### src/rtl/pcaf_pkg.sv
// pcaf_pkg: shared types, constants and codes of the per-class admission block
// no dependencies
`timescale 1ns / 1ps

package pcaf_pkg;

  // default sizes of the wait queue and the job tag
  localparam int QUEUE_DEPTH_DEF = 16;
  localparam int TAG_WIDTH_DEF   = 8;

  // fixed field widths
  localparam int NUM_CLASSES = 4;
  localparam int CLS_W       = 2;
  localparam int CNT_W       = 4;
  localparam int TOT_W       = 5;
  localparam int KIND_W      = 3;

  // one release delivers at most this many results
  localparam int MAX_RESULTS = 17;
  localparam int MAX_STARTS  = MAX_RESULTS - 1;

  // configuration port
  localparam int CFG_AW = 5;
  localparam int CFG_DW = 32;

  // input mode codes
  localparam logic MODE_REQUEST = 1'b0;
  localparam logic MODE_RELEASE = 1'b1;

  // result kinds
  typedef enum logic [KIND_W-1:0] {
    KIND_STARTED  = 3'd0,
    KIND_QUEUED   = 3'd1,
    KIND_REFUSED  = 3'd2,
    KIND_RELEASED = 3'd3,
    KIND_IGNORED  = 3'd4
  } kind_t;

  // register indexes, taken from paddr[4:2]
  typedef enum logic [2:0] {
    REG_LIMIT_CLASS0 = 3'd0,
    REG_LIMIT_CLASS1 = 3'd1,
    REG_LIMIT_CLASS2 = 3'd2,
    REG_LIMIT_CLASS3 = 3'd3,
    REG_LIMIT_TOTAL  = 3'd4
  } reg_idx_t;

  // controller states
  typedef enum logic [1:0] {
    ST_IDLE,
    ST_RD,
    ST_CHK
  } state_t;

  // limits handed from the register block to the controller
  typedef struct packed {
    logic [NUM_CLASSES-1:0][CNT_W-1:0] cls;
    logic [TOT_W-1:0]                  total;
  } limits_t;

  // reset values of the limits (class 3 in the top slot)
  localparam logic [NUM_CLASSES-1:0][CNT_W-1:0] LIM_CLASS_RST = {4'd1, 4'd2, 4'd6, 4'd4};
  localparam logic [TOT_W-1:0]                  LIM_TOTAL_RST = 5'd8;

endpackage

### src/rtl/per_class_admission_with_fifo.sv
// per_class_admission_with_fifo: top level of the per-class admission controller
// depends on pcaf_pkg, pcaf_regs, pcaf_ctrl, pcaf_ram
//
//  channel | direction | fields
//  in_     | slave     | tuser: mode; tdata: job_class, job_tag
//  out_    | master    | tuser: kind; tdata: out_tag, out_class; tlast: last
//  cfg_    | APB slave | limit_class0..3 at 0x00..0x0c, limit_total at 0x10
//
// A request is decided when accepted. A release of a running class enters
// ST_RD; each started entry passes ST_CHK and ST_RD again, and the pump ends
// in ST_CHK at a misfit head; a start is a queue RAM read and a fit check.
// Reset is synchronous and clears the counters and queue pointers; the queue
// RAM needs no clearing. One output register holds results; the input waits
// during a pump and while that register is full and not taken.
`timescale 1ns / 1ps

module per_class_admission_with_fifo import pcaf_pkg::*; #(
  parameter int QUEUE_DEPTH = QUEUE_DEPTH_DEF,
  parameter int TAG_WIDTH   = TAG_WIDTH_DEF,
  localparam int IN_TDW  = ((CLS_W + TAG_WIDTH + 7) / 8) * 8,
  localparam int OUT_TDW = ((TAG_WIDTH + CLS_W + 7) / 8) * 8
) (
  input  logic               clk,
  input  logic               rst_n,
  // input items
  input  logic               in_tvalid,
  output logic               in_tready,
  input  logic [IN_TDW-1:0]  in_tdata,   // job_class, job_tag, zero fill
  input  logic               in_tuser,   // mode
  // results
  output logic               out_tvalid,
  input  logic               out_tready,
  output logic [OUT_TDW-1:0] out_tdata,  // out_tag, out_class, zero fill
  output logic [KIND_W-1:0]  out_tuser,  // kind
  output logic               out_tlast,
  // configuration
  input  logic               cfg_psel,
  input  logic               cfg_penable,
  input  logic               cfg_pwrite,
  input  logic [CFG_AW-1:0]  cfg_paddr,
  input  logic [CFG_DW-1:0]  cfg_pwdata,
  output logic [CFG_DW-1:0]  cfg_prdata,
  output logic               cfg_pready
);

  localparam int PTR_W = (QUEUE_DEPTH > 1) ? $clog2(QUEUE_DEPTH) : 1;
  localparam int ENT_W = CLS_W + TAG_WIDTH;

  limits_t              limits;
  kind_t                res_kind;
  logic [TAG_WIDTH-1:0] res_tag;
  logic [CLS_W-1:0]     res_cls;
  logic                 ram_we;
  logic [PTR_W-1:0]     ram_waddr;
  logic [PTR_W-1:0]     ram_raddr;
  logic [ENT_W-1:0]     ram_wdata;
  logic [ENT_W-1:0]     ram_rdata;

  // limit registers
  pcaf_regs u_regs (
    .clk     (clk),
    .rst_n   (rst_n),
    .psel    (cfg_psel),
    .penable (cfg_penable),
    .pwrite  (cfg_pwrite),
    .paddr   (cfg_paddr),
    .pwdata  (cfg_pwdata),
    .prdata  (cfg_prdata),
    .pready  (cfg_pready),
    .limits  (limits)
  );

  // admission sequencer
  pcaf_ctrl #(
    .QUEUE_DEPTH (QUEUE_DEPTH),
    .TAG_WIDTH   (TAG_WIDTH)
  ) u_ctrl (
    .clk       (clk),
    .rst_n     (rst_n),
    .limits    (limits),
    .in_valid  (in_tvalid),
    .in_ready  (in_tready),
    .in_mode   (in_tuser),
    .in_class  (in_tdata[CLS_W-1:0]),
    .in_tag    (in_tdata[CLS_W +: TAG_WIDTH]),
    .out_valid (out_tvalid),
    .out_ready (out_tready),
    .out_kind  (res_kind),
    .out_tag   (res_tag),
    .out_class (res_cls),
    .out_last  (out_tlast),
    .ram_we    (ram_we),
    .ram_waddr (ram_waddr),
    .ram_wdata (ram_wdata),
    .ram_raddr (ram_raddr),
    .ram_rdata (ram_rdata)
  );

  // wait queue storage
  pcaf_ram #(
    .WIDTH (ENT_W),
    .DEPTH (QUEUE_DEPTH)
  ) u_queue_ram (
    .clk   (clk),
    .we    (ram_we),
    .waddr (ram_waddr),
    .wdata (ram_wdata),
    .raddr (ram_raddr),
    .rdata (ram_rdata)
  );

  // result packing
  assign out_tuser = res_kind;
  assign out_tdata = OUT_TDW'({res_cls, res_tag});

endmodule

### src/rtl/pcaf_ram.sv
// pcaf_ram: generic single-write, single-read RAM with registered read data
// no dependencies
`timescale 1ns / 1ps

module pcaf_ram #(
  parameter int WIDTH = 8,
  parameter int DEPTH = 16,
  localparam int AW = (DEPTH > 1) ? $clog2(DEPTH) : 1
) (
  input  logic             clk,
  input  logic             we,
  input  logic [AW-1:0]    waddr,
  input  logic [WIDTH-1:0] wdata,
  input  logic [AW-1:0]    raddr,
  output logic [WIDTH-1:0] rdata
);

  logic [WIDTH-1:0] mem [DEPTH];

  // write port
  always_ff @(posedge clk) begin
    if (we) begin
      mem[waddr] <= wdata;
    end
  end

  // registered read port
  always_ff @(posedge clk) begin
    rdata <= mem[raddr];
  end

endmodule

### src/rtl/pcaf_regs.sv
// pcaf_regs: APB-style limit registers of the admission block
// depends on pcaf_pkg
`timescale 1ns / 1ps

module pcaf_regs import pcaf_pkg::*; (
  input  logic              clk,
  input  logic              rst_n,
  input  logic              psel,
  input  logic              penable,
  input  logic              pwrite,
  input  logic [CFG_AW-1:0] paddr,
  input  logic [CFG_DW-1:0] pwdata,
  output logic [CFG_DW-1:0] prdata,
  output logic              pready,
  output limits_t           limits
);

  limits_t  limits_r;
  limits_t  limits_nxt;
  logic     wr_en;
  reg_idx_t reg_sel;

  assign pready  = 1'b1;
  assign wr_en   = psel & penable & pwrite;
  assign reg_sel = reg_idx_t'(paddr[4:2]);
  assign limits  = limits_r;

  // register write decode
  always_comb begin
    limits_nxt = limits_r;
    if (wr_en) begin
      unique case (reg_sel)
        REG_LIMIT_CLASS0: limits_nxt.cls[0] = pwdata[CNT_W-1:0];
        REG_LIMIT_CLASS1: limits_nxt.cls[1] = pwdata[CNT_W-1:0];
        REG_LIMIT_CLASS2: limits_nxt.cls[2] = pwdata[CNT_W-1:0];
        REG_LIMIT_CLASS3: limits_nxt.cls[3] = pwdata[CNT_W-1:0];
        REG_LIMIT_TOTAL:  limits_nxt.total  = pwdata[TOT_W-1:0];
        default:          limits_nxt        = limits_r;
      endcase
    end
  end

  // read mux
  always_comb begin
    unique case (reg_sel)
      REG_LIMIT_CLASS0: prdata = CFG_DW'(limits_r.cls[0]);
      REG_LIMIT_CLASS1: prdata = CFG_DW'(limits_r.cls[1]);
      REG_LIMIT_CLASS2: prdata = CFG_DW'(limits_r.cls[2]);
      REG_LIMIT_CLASS3: prdata = CFG_DW'(limits_r.cls[3]);
      REG_LIMIT_TOTAL:  prdata = CFG_DW'(limits_r.total);
      default:          prdata = '0;
    endcase
  end

  // limit registers
  always_ff @(posedge clk) begin
    if (!rst_n) begin
      limits_r.cls   <= LIM_CLASS_RST;
      limits_r.total <= LIM_TOTAL_RST;
    end else begin
      limits_r <= limits_nxt;
    end
  end

endmodule

### src/rtl/pcaf_ctrl.sv
// pcaf_ctrl: admission sequencer, in-flight counters, queue pointers, output register
// depends on pcaf_pkg; drives the wait-queue RAM ports
`timescale 1ns / 1ps

module pcaf_ctrl import pcaf_pkg::*; #(
  parameter int QUEUE_DEPTH = QUEUE_DEPTH_DEF,
  parameter int TAG_WIDTH   = TAG_WIDTH_DEF,
  localparam int PTR_W = (QUEUE_DEPTH > 1) ? $clog2(QUEUE_DEPTH) : 1,
  localparam int ENT_W = CLS_W + TAG_WIDTH
) (
  input  logic                 clk,
  input  logic                 rst_n,
  input  limits_t              limits,
  // input items
  input  logic                 in_valid,
  output logic                 in_ready,
  input  logic                 in_mode,
  input  logic [CLS_W-1:0]     in_class,
  input  logic [TAG_WIDTH-1:0] in_tag,
  // results
  output logic                 out_valid,
  input  logic                 out_ready,
  output kind_t                out_kind,
  output logic [TAG_WIDTH-1:0] out_tag,
  output logic [CLS_W-1:0]     out_class,
  output logic                 out_last,
  // wait-queue RAM
  output logic                 ram_we,
  output logic [PTR_W-1:0]     ram_waddr,
  output logic [ENT_W-1:0]     ram_wdata,
  output logic [PTR_W-1:0]     ram_raddr,
  input  logic [ENT_W-1:0]     ram_rdata
);

  localparam int QCNT_W = $clog2(QUEUE_DEPTH + 1);
  localparam int NST_W  = $clog2(MAX_STARTS + 1);

  state_t                            state_r, state_nxt;
  logic [TOT_W-1:0]                  total_r, total_nxt;
  logic [NUM_CLASSES-1:0][CNT_W-1:0] ccnt_r, ccnt_nxt;
  logic [PTR_W-1:0]                  head_r, head_nxt;
  logic [PTR_W-1:0]                  tail_r, tail_nxt;
  logic [QCNT_W-1:0]                 qcnt_r, qcnt_nxt;
  logic [NST_W-1:0]                  nstart_r, nstart_nxt;
  kind_t                             pend_kind_r, pend_kind_nxt;
  logic [TAG_WIDTH-1:0]              pend_tag_r, pend_tag_nxt;
  logic [CLS_W-1:0]                  pend_cls_r, pend_cls_nxt;
  logic                              ov_r, ov_nxt;
  kind_t                             okind_r, okind_nxt;
  logic [TAG_WIDTH-1:0]              otag_r, otag_nxt;
  logic [CLS_W-1:0]                  ocls_r, ocls_nxt;
  logic                              olast_r, olast_nxt;

  logic                 load_ok;
  logic                 accept;
  logic                 fit_in;
  logic                 fit_hd;
  logic                 q_full;
  logic                 pump_done;
  logic [CLS_W-1:0]     hd_cls;
  logic [TAG_WIDTH-1:0] hd_tag;

  function automatic logic [PTR_W-1:0] ptr_inc(input logic [PTR_W-1:0] p);
    ptr_inc = (p == PTR_W'(QUEUE_DEPTH - 1)) ? '0 : p + 1'b1;
  endfunction

  // handshake and admission checks
  assign load_ok   = !ov_r || out_ready;
  assign in_ready  = (state_r == ST_IDLE) && load_ok;
  assign accept    = in_valid && in_ready;
  assign hd_cls    = ram_rdata[CLS_W-1:0];
  assign hd_tag    = ram_rdata[ENT_W-1:CLS_W];
  assign fit_in    = (total_r < limits.total) && (ccnt_r[in_class] < limits.cls[in_class]);
  assign fit_hd    = (total_r < limits.total) && (ccnt_r[hd_cls] < limits.cls[hd_cls]);
  assign q_full    = (qcnt_r >= QCNT_W'(QUEUE_DEPTH));
  assign pump_done = (qcnt_r == '0) || (nstart_r == NST_W'(MAX_STARTS));

  // queue RAM: head is read every cycle, writes only at the tail
  assign ram_raddr = head_r;
  assign ram_waddr = tail_r;
  assign ram_wdata = {in_tag, in_class};

  assign out_valid = ov_r;
  assign out_kind  = okind_r;
  assign out_tag   = otag_r;
  assign out_class = ocls_r;
  assign out_last  = olast_r;

  // next state
  always_comb begin
    state_nxt = state_r;
    unique case (state_r)
      ST_IDLE: begin
        if (accept && in_mode == MODE_RELEASE && ccnt_r[in_class] != '0) begin
          state_nxt = ST_RD;
        end
      end
      ST_RD: begin
        if (!pump_done) begin
          state_nxt = ST_CHK;
        end else if (load_ok) begin
          state_nxt = ST_IDLE;
        end
      end
      ST_CHK: begin
        if (load_ok) begin
          state_nxt = fit_hd ? ST_RD : ST_IDLE;
        end
      end
      default: state_nxt = ST_IDLE;
    endcase
  end

  // counters, queue pointers and result datapath
  always_comb begin
    total_nxt     = total_r;
    ccnt_nxt      = ccnt_r;
    head_nxt      = head_r;
    tail_nxt      = tail_r;
    qcnt_nxt      = qcnt_r;
    nstart_nxt    = nstart_r;
    pend_kind_nxt = pend_kind_r;
    pend_tag_nxt  = pend_tag_r;
    pend_cls_nxt  = pend_cls_r;
    ov_nxt        = ov_r && !out_ready;
    okind_nxt     = okind_r;
    otag_nxt      = otag_r;
    ocls_nxt      = ocls_r;
    olast_nxt     = olast_r;
    ram_we        = 1'b0;
    unique case (state_r)
      ST_IDLE: begin
        if (accept) begin
          otag_nxt  = in_tag;
          ocls_nxt  = in_class;
          olast_nxt = 1'b1;
          if (in_mode == MODE_REQUEST) begin
            ov_nxt = 1'b1;
            if (fit_in) begin
              total_nxt          = total_r + 1'b1;
              ccnt_nxt[in_class] = ccnt_r[in_class] + 1'b1;
              okind_nxt          = KIND_STARTED;
            end else if (q_full) begin
              okind_nxt = KIND_REFUSED;
            end else begin
              ram_we    = 1'b1;
              tail_nxt  = ptr_inc(tail_r);
              qcnt_nxt  = qcnt_r + 1'b1;
              okind_nxt = KIND_QUEUED;
            end
          end else if (ccnt_r[in_class] == '0) begin
            ov_nxt    = 1'b1;
            okind_nxt = KIND_IGNORED;
          end else begin
            // release result is held until we know whether a start follows
            ccnt_nxt[in_class] = ccnt_r[in_class] - 1'b1;
            if (total_r != '0) begin
              total_nxt = total_r - 1'b1;
            end
            pend_kind_nxt = KIND_RELEASED;
            pend_tag_nxt  = in_tag;
            pend_cls_nxt  = in_class;
            nstart_nxt    = '0;
          end
        end
      end
      ST_RD: begin
        if (pump_done && load_ok) begin
          ov_nxt    = 1'b1;
          okind_nxt = pend_kind_r;
          otag_nxt  = pend_tag_r;
          ocls_nxt  = pend_cls_r;
          olast_nxt = 1'b1;
        end
      end
      ST_CHK: begin
        if (load_ok) begin
          ov_nxt    = 1'b1;
          okind_nxt = pend_kind_r;
          otag_nxt  = pend_tag_r;
          ocls_nxt  = pend_cls_r;
          olast_nxt = !fit_hd;
          if (fit_hd) begin
            // start the head entry
            total_nxt        = total_r + 1'b1;
            ccnt_nxt[hd_cls] = ccnt_r[hd_cls] + 1'b1;
            head_nxt         = ptr_inc(head_r);
            qcnt_nxt         = qcnt_r - 1'b1;
            nstart_nxt       = nstart_r + 1'b1;
            pend_kind_nxt    = KIND_STARTED;
            pend_tag_nxt     = hd_tag;
            pend_cls_nxt     = hd_cls;
          end
        end
      end
      default: ov_nxt = ov_r && !out_ready;
    endcase
  end

  // control registers
  always_ff @(posedge clk) begin
    if (!rst_n) begin
      state_r  <= ST_IDLE;
      total_r  <= '0;
      ccnt_r   <= '0;
      head_r   <= '0;
      tail_r   <= '0;
      qcnt_r   <= '0;
      nstart_r <= '0;
      ov_r     <= 1'b0;
    end else begin
      state_r  <= state_nxt;
      total_r  <= total_nxt;
      ccnt_r   <= ccnt_nxt;
      head_r   <= head_nxt;
      tail_r   <= tail_nxt;
      qcnt_r   <= qcnt_nxt;
      nstart_r <= nstart_nxt;
      ov_r     <= ov_nxt;
    end
  end

  // payload registers
  always_ff @(posedge clk) begin
    pend_kind_r <= pend_kind_nxt;
    pend_tag_r  <= pend_tag_nxt;
    pend_cls_r  <= pend_cls_nxt;
    okind_r     <= okind_nxt;
    otag_r      <= otag_nxt;
    ocls_r      <= ocls_nxt;
    olast_r     <= olast_nxt;
  end

`ifndef SYNTHESIS
  a_qcnt_bound: assert property (@(posedge clk) disable iff (!rst_n)
    qcnt_r <= QCNT_W'(QUEUE_DEPTH))
    else $error("queue count above depth");

  a_empty_ptrs: assert property (@(posedge clk) disable iff (!rst_n)
    (qcnt_r == '0) |-> (head_r == tail_r))
    else $error("empty queue with head and tail apart");

  a_start_nonempty: assert property (@(posedge clk) disable iff (!rst_n)
    (state_r == ST_CHK && load_ok && fit_hd) |-> (qcnt_r != '0))
    else $error("start from an empty queue");

  a_pump_bound: assert property (@(posedge clk) disable iff (!rst_n)
    nstart_r <= NST_W'(MAX_STARTS))
    else $error("too many starts for one release");

  a_accept_effect: assert property (@(posedge clk) disable iff (!rst_n)
    accept |=> (ov_r || state_r == ST_RD))
    else $error("accepted item left no result and no pump");
`endif

endmodule

### config.mk
export PLATFORM = sky130hd
export DESIGN_NAME = per_class_admission_with_fifo
export DESIGN_NICKNAME = d
export VERILOG_FILES = /design/src/rtl/pcaf_pkg.sv /design/src/rtl/per_class_admission_with_fifo.sv /design/src/rtl/pcaf_ram.sv /design/src/rtl/pcaf_regs.sv /design/src/rtl/pcaf_ctrl.sv
export SDC_FILE = /design/constraint.sdc
export NUM_CORES = 1
export LEC_CHECK = 0
export CORE_MARGIN = 10
export CORE_UTILIZATION = 65
export DETAILED_ROUTE_END_ITERATION = 7
export DONT_BUFFER_PORTS = 1
export PLACE_DENSITY = 0.81
export RECOVER_POWER = 100
export SETUP_SLACK_MARGIN = 0.4
export SLEW_MARGIN = 20
export SYNTH_ARGS = -nofsm -noshare
export SYNTH_HDL_FRONTEND = slang
export SYNTH_HIERARCHICAL = 1
export SYNTH_SLANG_ARGS = --single-unit
### constraint.sdc
create_clock -name clk -period 7.1 [get_ports clk]
set_input_delay 1.42 -clock clk [delete_from_list [all_inputs] [get_ports clk]]
set_output_delay 1.42 -clock clk [all_outputs]
set_load 0.01 [all_outputs]
## Yosys cells after proc, flatten, opt, wreduce, memory -nomap -nowiden

Memories as Yosys holds them, arrays and structs flattened. A register that Yosys moved wholly into a read port is not among the register bits.
Cells that the tools add are included.

- Flip-flop bits (word level): 90
- RAM bits: 160
- Input port bits: 61
- Output and inout port bits: 55
- Word-level logic and storage cells: 211
- Memories kept: 1

- $add $sub $neg: 10
- $lt $le $gt $ge: 8
- Eq/ne operators: 24
- Mux-type cells: 103
- Bitwise operators: 5
- Reductions and logical operators: 37

Memory list:

| name | depth | width | rd ports | clocked after memory_dff | write ports | line | source |
|---|---|---|---|---|---|---|---|
| u_queue_ram.mem | 16 | 10 | 1 | 1 | 1 | pcaf_ram.sv:18 | `logic [WIDTH-1:0] mem [DEPTH];` |

Operator list:

| cell | count |
|---|---|
| 16-bit 2-to-1 mux | 6 |
| 5-bit 2-to-1 mux | 18 |
| 8-bit 2-to-1 mux | 8 |
| 16-bit bitwise mux | 3 |
| 3-bit 2-to-1 mux | 11 |
| 4-bit binary-select mux with 2-bit select | 4 |
| 4-bit 2-to-1 mux | 8 |
| 16-bit case mux with 2 select lines | 1 |
| 5-bit case mux with 2 select lines | 3 |
| 2-bit 2-to-1 mux | 13 |
| 5-bit case mux with 5 select lines | 1 |
| 8-bit case mux with 3 select lines | 1 |
| 4-bit by 1-bit adder with 4-bit output (second input constant) | 4 |
| 4-bit demux with 2-bit select | 2 |
| 1-bit 2-to-1 mux | 16 |
| 8-bit case mux with 2 select lines | 1 |
| 5-bit by 1-bit adder with 5-bit output (second input constant) | 3 |
| 7-bit AND reduction | 2 |
| 2-bit != test (second input constant) | 6 |
| 2-bit case mux with 3 select lines | 2 |
| 6-bit AND reduction | 2 |
| 1-bit logical AND | 10 |
| 2-bit AND reduction | 5 |
| 5-bit AND reduction | 2 |
| 35 further kinds | 55 |

## Longest topological paths before layout

Gate-level depths: netlist (run 1).

- Depth in word-level cells: 10
- Gate-level depth with buffers: 13
- Depth with buffers taken out: 10

## By module

The synthesis (run 1) kept the hierarchy.

By module, submodules not included:

| module | instances | cells each | area each (sq um) | seq. area each (sq um) |
|---|---|---|---|---|
| pcaf_ram | 1 | 279 | 6353.6 | 5004.8 |
| pcaf_ctrl | 1 | 428 | 4264.1 | 1591.5 |
| pcaf_regs | 1 | 139 | 1285.0 | 420.4 |
| per_class_admission_with_fifo | 1 | 7 | 48.8 | 0.0 |

## Worst setup path before layout (run 1)

Ideal clock, no wire load.

- Path kind: input to register
- Start point: input in_tdata[0]
- End point: memory u_queue_ram/mem[0][0] in the netlist's numbering (enable)
- Library setup time: 390 ps
- Data arrival time: 4664 ps
- Data required time: 6710 ps
- Slack: 2046 ps
- Cell stages on the path: 11
- Buffers on the path: 2
- Path through: buf_4 clkbuf_1 mux4_2 inv_1 ha_1 nand3_1 a21oi_1 o311ai_2 nor2_1 or3b_1 nor3_1

- Longest elaborated chain between the ends: 10
- Elaborated cells between the ends (all ways): 12
- Those cells by class: order compare: 1; mux: 10; reduce/logical: 1

RTL lines:

| what | line | source |
|---|---|---|
| from (decl) | per_class_admission_with_fifo.sv:28 | `input logic [IN_TDW-1:0] in_tdata,` |
| 4-bit binary-select mux with 2-bit select | pcaf_ctrl.sv:73 | `assign fit_in = (total_r < limits.total) && (ccnt_r[in_class] < limits.cls[in_class]);` |
| 4-bit 2-to-1 mux (implied by the code) | pcaf_ctrl.sv:73 |  |
| 4-bit less-than comparator * | pcaf_ctrl.sv:73 |  |
| 1-bit logical AND * | pcaf_ctrl.sv:73 |  |
| 1-bit 2-to-1 mux * | pcaf_ctrl.sv:139 | `if (fit_in) begin` |
| 1-bit 2-to-1 mux * | pcaf_ctrl.sv:137 | `if (in_mode == MODE_REQUEST) begin` |
| 1-bit 2-to-1 mux * | pcaf_ctrl.sv:133 | `if (accept) begin` |
| 1-bit 2-to-1 mux * | pcaf_ctrl.sv:131 | `unique case (state_r)` |
| net ram_we | per_class_admission_with_fifo.sv:53 | `logic ram_we;` |
| 1-bit 2-to-1 mux * | pcaf_ram.sv:22 | `if (we) begin` |
| 1-bit 2-to-1 mux (implied by the code) * | pcaf_ram.sv:23 | `mem[waddr] <= wdata;` |
| to (decl) | pcaf_ram.sv:18 |  |

The timed path passes the listed nets; every way through them passes the cells marked *. The select of a mux whose other input is x is not followed.

## Worst setup path in the final report (run 1)

- Start point: input in_tdata[1]
- End point: memory u_queue_ram/mem[3][6] in the netlist's numbering (enable)

The elaborated chain is that of the path after synthesis.

==> metrics, run 1 <==
setup TNS=0 ps; routed vias=7197; final wirelength=26.74 mm; die area=24210 sq um; Post-Place Cells=1037; worst path arrival time=5170 ps; Hold Buf Count CTS=0; H-tree levels=1; Slew Viols, Final=59; area occupied by multi-input gates=4282 sq um; reg2reg end=u_ctrl/nstart_r[1]$_SDFFE_PN0P_; number of nets in the layout=925; Relative slew margins=-1.271; register area share after synthesis=0.5871; violated checks=max-capacitance violations, max-slew violations; drt pass-1 iters=6; Die Ht=155.6 um; crit-path most repeated cell=nor2_1; Buf/Inv on CP=0; Power Density=281.5 nW/um^2; commonest non-fill, non-tap cell in the layout=edfxtp_1; Worst R2R Start=u_ctrl/state_r[0]$_SDFFE_PN0P_; EDFF count, synth=185; critical path capture point type=flop; status=complete, but fails checks; storage element area=7017 sq um; Worst EP required=7260 ps; Finished Layout Cells=1083; peak supply drop=0.2784 mV; Area Overhead vs Synth=5.098%; Final Cycle Share=0.7045; DRC violations left=0; Final ANT Viol Nets=0; CP Cell Sequence=mux4_2 > ha_1 > nand3_1 > a21oi_1 > o311ai_0 > nor2_1 > or3b_1 > nor2_1; Longest Clk Path Bufs=3; vias in the first global route=7274; Via density=6.645; first-pass GRT wire length=41.50 mm; Post-Syn Area=11950 sq um; flop2flop setup slack=2380 ps; hold wc startpoint=u_regs/limits[4]$_SDFFE_PN0P_; DR iter-0 viols=761; HP Class=flop to flop; top cell family by delay on the critical path=simple AND/OR/NAND/NOR gates; Fin. Hold Viols=0; GRT Util Overall=0.2171; gpl congestion=0.8981; largest net degree at the start of global routing=55; initial core utilization=0.6631; fmax=199.9 MHz; IO Pins=116; HPWL Detailed=16.57 mm; share of flip-flops with an asynchronous set or reset=0; core area=18020 sq um; max_cap viols=2; Worst Path Max Fanout=29; post-CTS sizing=0; actual slew at the worst max-slew pin=3407 ps; clk_skew=7.349 ps; Reg clk slew, reported paths=60 ps; post-layout min period=5002 ps; worst skew pair latency=550 ps; Syn. warnings=6; PortBufs=0; RSZ-0062 raised after global routing=no; Hold Path End=u_regs/limits[4]$_SDFFE_PN0P_; Top FF cell, synth=edfxtp_1; Finish-stage setup viols=0; Mapped Cells=853; row count=49; Hold Path Stages=2; CP Class=primary input to flop; Lkg Pwr=4.229 nW; Yosys reg bits=258; # Post-CTS Setup Buffers=0; CTS Buf Count=26; DR WL/cell=24.69 um; # clock sinks=258; grt ovf=0; CP max stage delay=800 ps; Worst Setup Start Kind=primary input; commonest cells after routing, fill and taps aside=185 x edfxtp_1, 73 x dfxtp_1, 67 x nand2_1; Critical-path top delay cell=nor2_1; initial antenna violation count=0; count of cell types in the netlist=68; clk root buf=clkbuf_16; R2R cell count=9; final-layout fill cell count=1180; layout cells sized above 1=0.1323; Die Wd=155.6 um; Mean Syn Cell Area=14.01 sq um; antenna fix cells=0; CTS tree=built
-- Yosys cell counts (3+ instances only) --
library cell  count  area share
mux2_2           24       0.023
a21oi_1          17      0.0071
o21ai_0          20      0.0084
a22oi_1          31       0.019
nor2_1           45       0.014
clkbuf_1         19      0.0060
a21o_1            6      0.0038
o21a_1            4      0.0025
nor3_1           14      0.0059
xor2_1            8      0.0059
nor2b_1          13      0.0068
buf_6             3      0.0028
a211oi_1          4      0.0025
buf_2             3      0.0013
edfxtp_1        185        0.46
a31oi_1           5      0.0026
inv_1            33       0.010
conb_1            3     0.00094
buf_4            48       0.030
buf_1             7      0.0022
o22ai_1          16      0.0084
nand2_1          67       0.021
ha_1             27       0.028
dfxtp_1          73        0.12
nand2b_1          4      0.0021
xnor2_1          10      0.0073
o41ai_1           3      0.0022
nand3b_1          3      0.0019
mux4_2           44       0.083
mux2i_1          26       0.022
or3_1             4      0.0021
and2_1            3      0.0016
nand4_1           5      0.0026
mux4_1           12       0.026
nand3_1          22      0.0092
-- layout make-up --
cell class,count,share of cell area
multi-input cells,510,0.3409
clock inverters,17,0.01275
repair buffers,6,0.002092
inverters,34,0.01016
flip-flops and latches,258,0.5586
well taps,229,0.02281
clock buffers,29,0.05269
-- worst register-to-register path, stage by stage, from the launching register on --
cell,delay (ps)
dfxtp_1,340
inv_1,100
ha_1,820
clkinv_1,630
a211oi_1,340
o21ai_0,260
or2_0,500
a21oi_1,1140
mux2_2,430
nor2_1,80
-- sequential cells by signal (all words and copies together) (netlist names), 2 cells and up --
name and flops:
u_ctrl/pend_tag_r 8, u_queue_ram/rdata 10, u_ctrl/nstart_r 5, u_ctrl/ram_waddr 4, u_ctrl/total_r 5, u_regs/limits 21, u_ctrl/state_r 2, u_ctrl/ccnt_r 16
u_ctrl/pend_cls_r 2, u_ctrl/ram_raddr 4, u_ctrl/qcnt_r 5, u_ctrl/out_tag 8, u_queue_ram/mem 160, u_ctrl/out_kind 3, u_ctrl/out_class 2
-- routing by layer --
metal	routed length, um	track usage	part of all wire	vias to the layer above
li1	-	-	-	3153
met1	9913	0.2735	0.37	3583
met2	13760	0.3737	0.51	390
met3	2206	0.03667	0.082	71
met4	856	0.07219	0.032	0
met5	0	0	0	-
-- through the flow --
step	hold WS, ps	power [mW]	util	instance area, sq um	setup WS [ps]
floorplan	443.3	2.179	-	12070	2046
global placement	466.0	2.226	0.6585	11870	2029
detailed placement	479.0	2.253	0.6585	11870	1935
CTS	488.9	3.573	0.7041	12690	2366
global route	522.5	3.661	0.6969	12560	1974
finish	491.7	3.536	0.6969	12560	2098
-- worst max path at each step --
stage	startpoint	endpoint	slack [ps]	depth (start not counted)
floorplan	in_tdata[0]	u_queue_ram/mem[0][0]$_DFFE_PP_	2050	11
global placement	in_tdata[1]	u_queue_ram/mem[1][9]$_DFFE_PP_	2030	8
detailed placement	in_tdata[1]	u_queue_ram/mem[2][6]$_DFFE_PP_	1940	8
CTS	in_tdata[1]	u_queue_ram/mem[3][6]$_DFFE_PP_	2370	8
global route	in_tdata[1]	u_queue_ram/mem[3][6]$_DFFE_PP_	1970	8
finish	in_tdata[1]	u_queue_ram/mem[3][6]$_DFFE_PP_	2100	8
-- cells by family after synthesis --
group,count (synthesis),share of synthesized area
AND/OR/NAND/NOR,199,0.08323
other,3,0.0009421
XOR/XNOR,18,0.01319
flip-flops,258,0.5871
AO/OA/AOI/OAI,125,0.07632
buffers and inverters,116,0.05559
multiplexers,106,0.1537
adder cells (fa/ha/maj),28,0.02994
-- power by group --
| group | leakage [nW] | internal [mW] | total (mW) | switching [mW] |
|---|---|---|---|---|
| Combinational | 1.56 | 0.151 | 0.413 | 0.261 |
| Clock | 0.404 | 0.747 | 1.33 | 0.581 |
| Sequential | 2.26 | 1.72 | 1.79 | 0.0746 |
| Total | 4.23 | 2.62 | 3.54 | 0.917 |
No activity file was read; power rests on OpenSTA's default activity.
==> run 2: changes to the inputs <==
CORE_UTILIZATION = 64   (was 65)
PLACE_DENSITY = 0.8   (was 0.81)
clock period = 4.75 ns   (was 7.1 ns; I/O delays follow)
==> metrics, run 2 (same netlist as run 1, synthesis figures left out) <==
Area Overhead vs Synth=6.333%; DR iter-0 viols=652 (-14%); layout cells sized above 1=0.1349 (+0.002539); # clock sinks=258 (unchanged); commonest cells after routing, fill and taps aside=185 x edfxtp_1, 73 x dfxtp_1, 67 x nand2_1; Relative slew margins=-0.3446 (+0.9269); Post-Place Cells=1054 (+1.6%); vias in the first global route=7090 (-2.5%); post-CTS sizing=0 (unchanged); Fin. Hold Viols=0 (unchanged); Hold Buf Count CTS=0 (unchanged); H-tree levels=1 (unchanged); largest net degree at the start of global routing=55 (unchanged); core area=18150 sq um (+0.68%); DR WL/cell=23.56 um (-4.6%); post-layout min period=4101 ps; Reg clk slew, reported paths=60 ps (about the same); Finish-stage setup viols=0 (unchanged); RSZ-0062 raised after global routing=no; Largest Register=u_queue_ram/mem; Die Wd=156.7 um (+0.68%); peak supply drop=0.2945 mV (+5.8%); CTS tree=built; final wirelength=26.01 mm (-2.7%); Longest Clk Path Bufs=3 (unchanged); # Post-CTS Setup Buffers=0 (unchanged); Worst EP required=5100 ps (-2160 ps); HPWL Detailed=17.16 mm (+3.6%); global routing's busiest layer=met2; fmax=243.9 MHz; WHS=486.7 ps (-4.991 ps); CP Class=flop to flop; DRC violations left=0 (unchanged); row count=49 (unchanged); max_cap viols=1 (-1); final-layout fill cell count=1153 (-2.3%); gpl congestion=0.9375 (+4.4%); Final ANT Viol Nets=0 (unchanged); critical path capture point type=flop; area occupied by multi-input gates=4299 sq um (+0.41%); setup TNS=0 ps (unchanged); max reg flops=160 (unchanged); first-pass GRT wire length=40.25 mm (-3.0%); initial antenna violation count=0 (unchanged); Via density=6.407 (-3.6%); HP Class=flop to flop; Finished Layout Cells=1104 (+1.9%); initial core utilization=0.6586 (-0.004480); met3 usage=0.03893 (+0.002256); storage element area=7017 sq um (unchanged); Final Cycle Share=0.8633; worst skew pair latency=540 ps (about the same); Lkg Pwr=4.292 nW (+1.5%); violated checks=max-capacitance violations, max-slew violations; PortBufs=0 (unchanged); GRT Util Overall=0.2089 (-0.008127); met2 Use GR=0.3487 (-0.02500); worst path arrival time=4450 ps (-720 ps); antenna fix cells=0 (unchanged); routed vias=7073 (-1.7%); clk root buf=clkbuf_16; number of nets in the layout=943 (+1.9%); grt met1 use=0.2773 (+0.003823); CTS Buf Count=27 (+3.8%); commonest non-fill, non-tap cell in the layout=edfxtp_1; Tot Pwr=5.429 mW (+54%); grt ovf=0 (unchanged); actual slew at the worst max-slew pin=2017 ps (-1390 ps); status=complete, but fails checks; Slew Viols, Final=26 (-56%); IO Pins=116 (unchanged); Die Ht=156.7 um (+0.68%); drt pass-1 iters=7 (+1); die area=24540 sq um (+1.4%); Worst Setup Start Kind=flop; Worst Path Max Fanout=12 (-59%); clk_skew=22.96 ps (+15.61 ps); Power Density=427.2 nW/um^2 (+52%)
==> run 2: report_power, final <==
part	total, mW	internal, mW	leakage, nW	switching, mW
logic	0.668	0.239	1.60	0.429
registers	2.67	2.57	2.26	0.105
clock network	2.09	1.22	0.432	0.865
==> run 2: path summary, 6_finish.rpt <==
kind / slack, ps / start / endpoint / depth (start not counted)
setup / recovery: 650 / u_queue_ram/rdata[1]$_DFF_P_ / u_ctrl/total_r[1]$_SDFFE_PN0P_ / 9
hold / removal: 490 / u_ctrl/ccnt_r[14]$_SDFFE_PN0P_ / u_ctrl/ccnt_r[14]$_SDFFE_PN0P_ / 2
setup reg to reg: 650 / u_queue_ram/rdata[1]$_DFF_P_ / u_ctrl/total_r[1]$_SDFFE_PN0P_ / 9
hold reg to reg: 490 / u_ctrl/ccnt_r[14]$_SDFFE_PN0P_ / u_ctrl/ccnt_r[14]$_SDFFE_PN0P_ / 2
==> run 2: critical path: stages (launching register included) <==
cell	delay (ps)
dfxtp_1	690
mux4_2	630
ha_1	340
a21o_1	180
a211oi_1	210
o21ai_0	230
a221oi_1	750
and2_1	470
and2_0	290
a211oi_1	130
==> run 2: cell type report <==
cell class,count,share of cell area
flip-flops and latches,258,0.5521
multi-input cells,510,0.3383
clock buffers,33,0.05494
well taps,229,0.02255
clock inverters,17,0.01467
inverters,34,0.01004
repair buffers,23,0.007384
==> run 2: per-stage QoR <==
step	util	cell area [sq um]	setup slack, ps
finish	0.7003	12710	649.5
global placement	0.6616	12010	790.3
global route	0.7003	12710	397.7
detailed placement	0.6616	12010	712.1
floorplan	-	12080	403.1
CTS	0.7104	12890	1012
==> run 2: metal layers <==
metal,share of wire,vias to the layer above
met2,0.49,315
met3,0.081,45
li1,-,3183
met1,0.41,3530
met5,0,-
met4,0.020,0
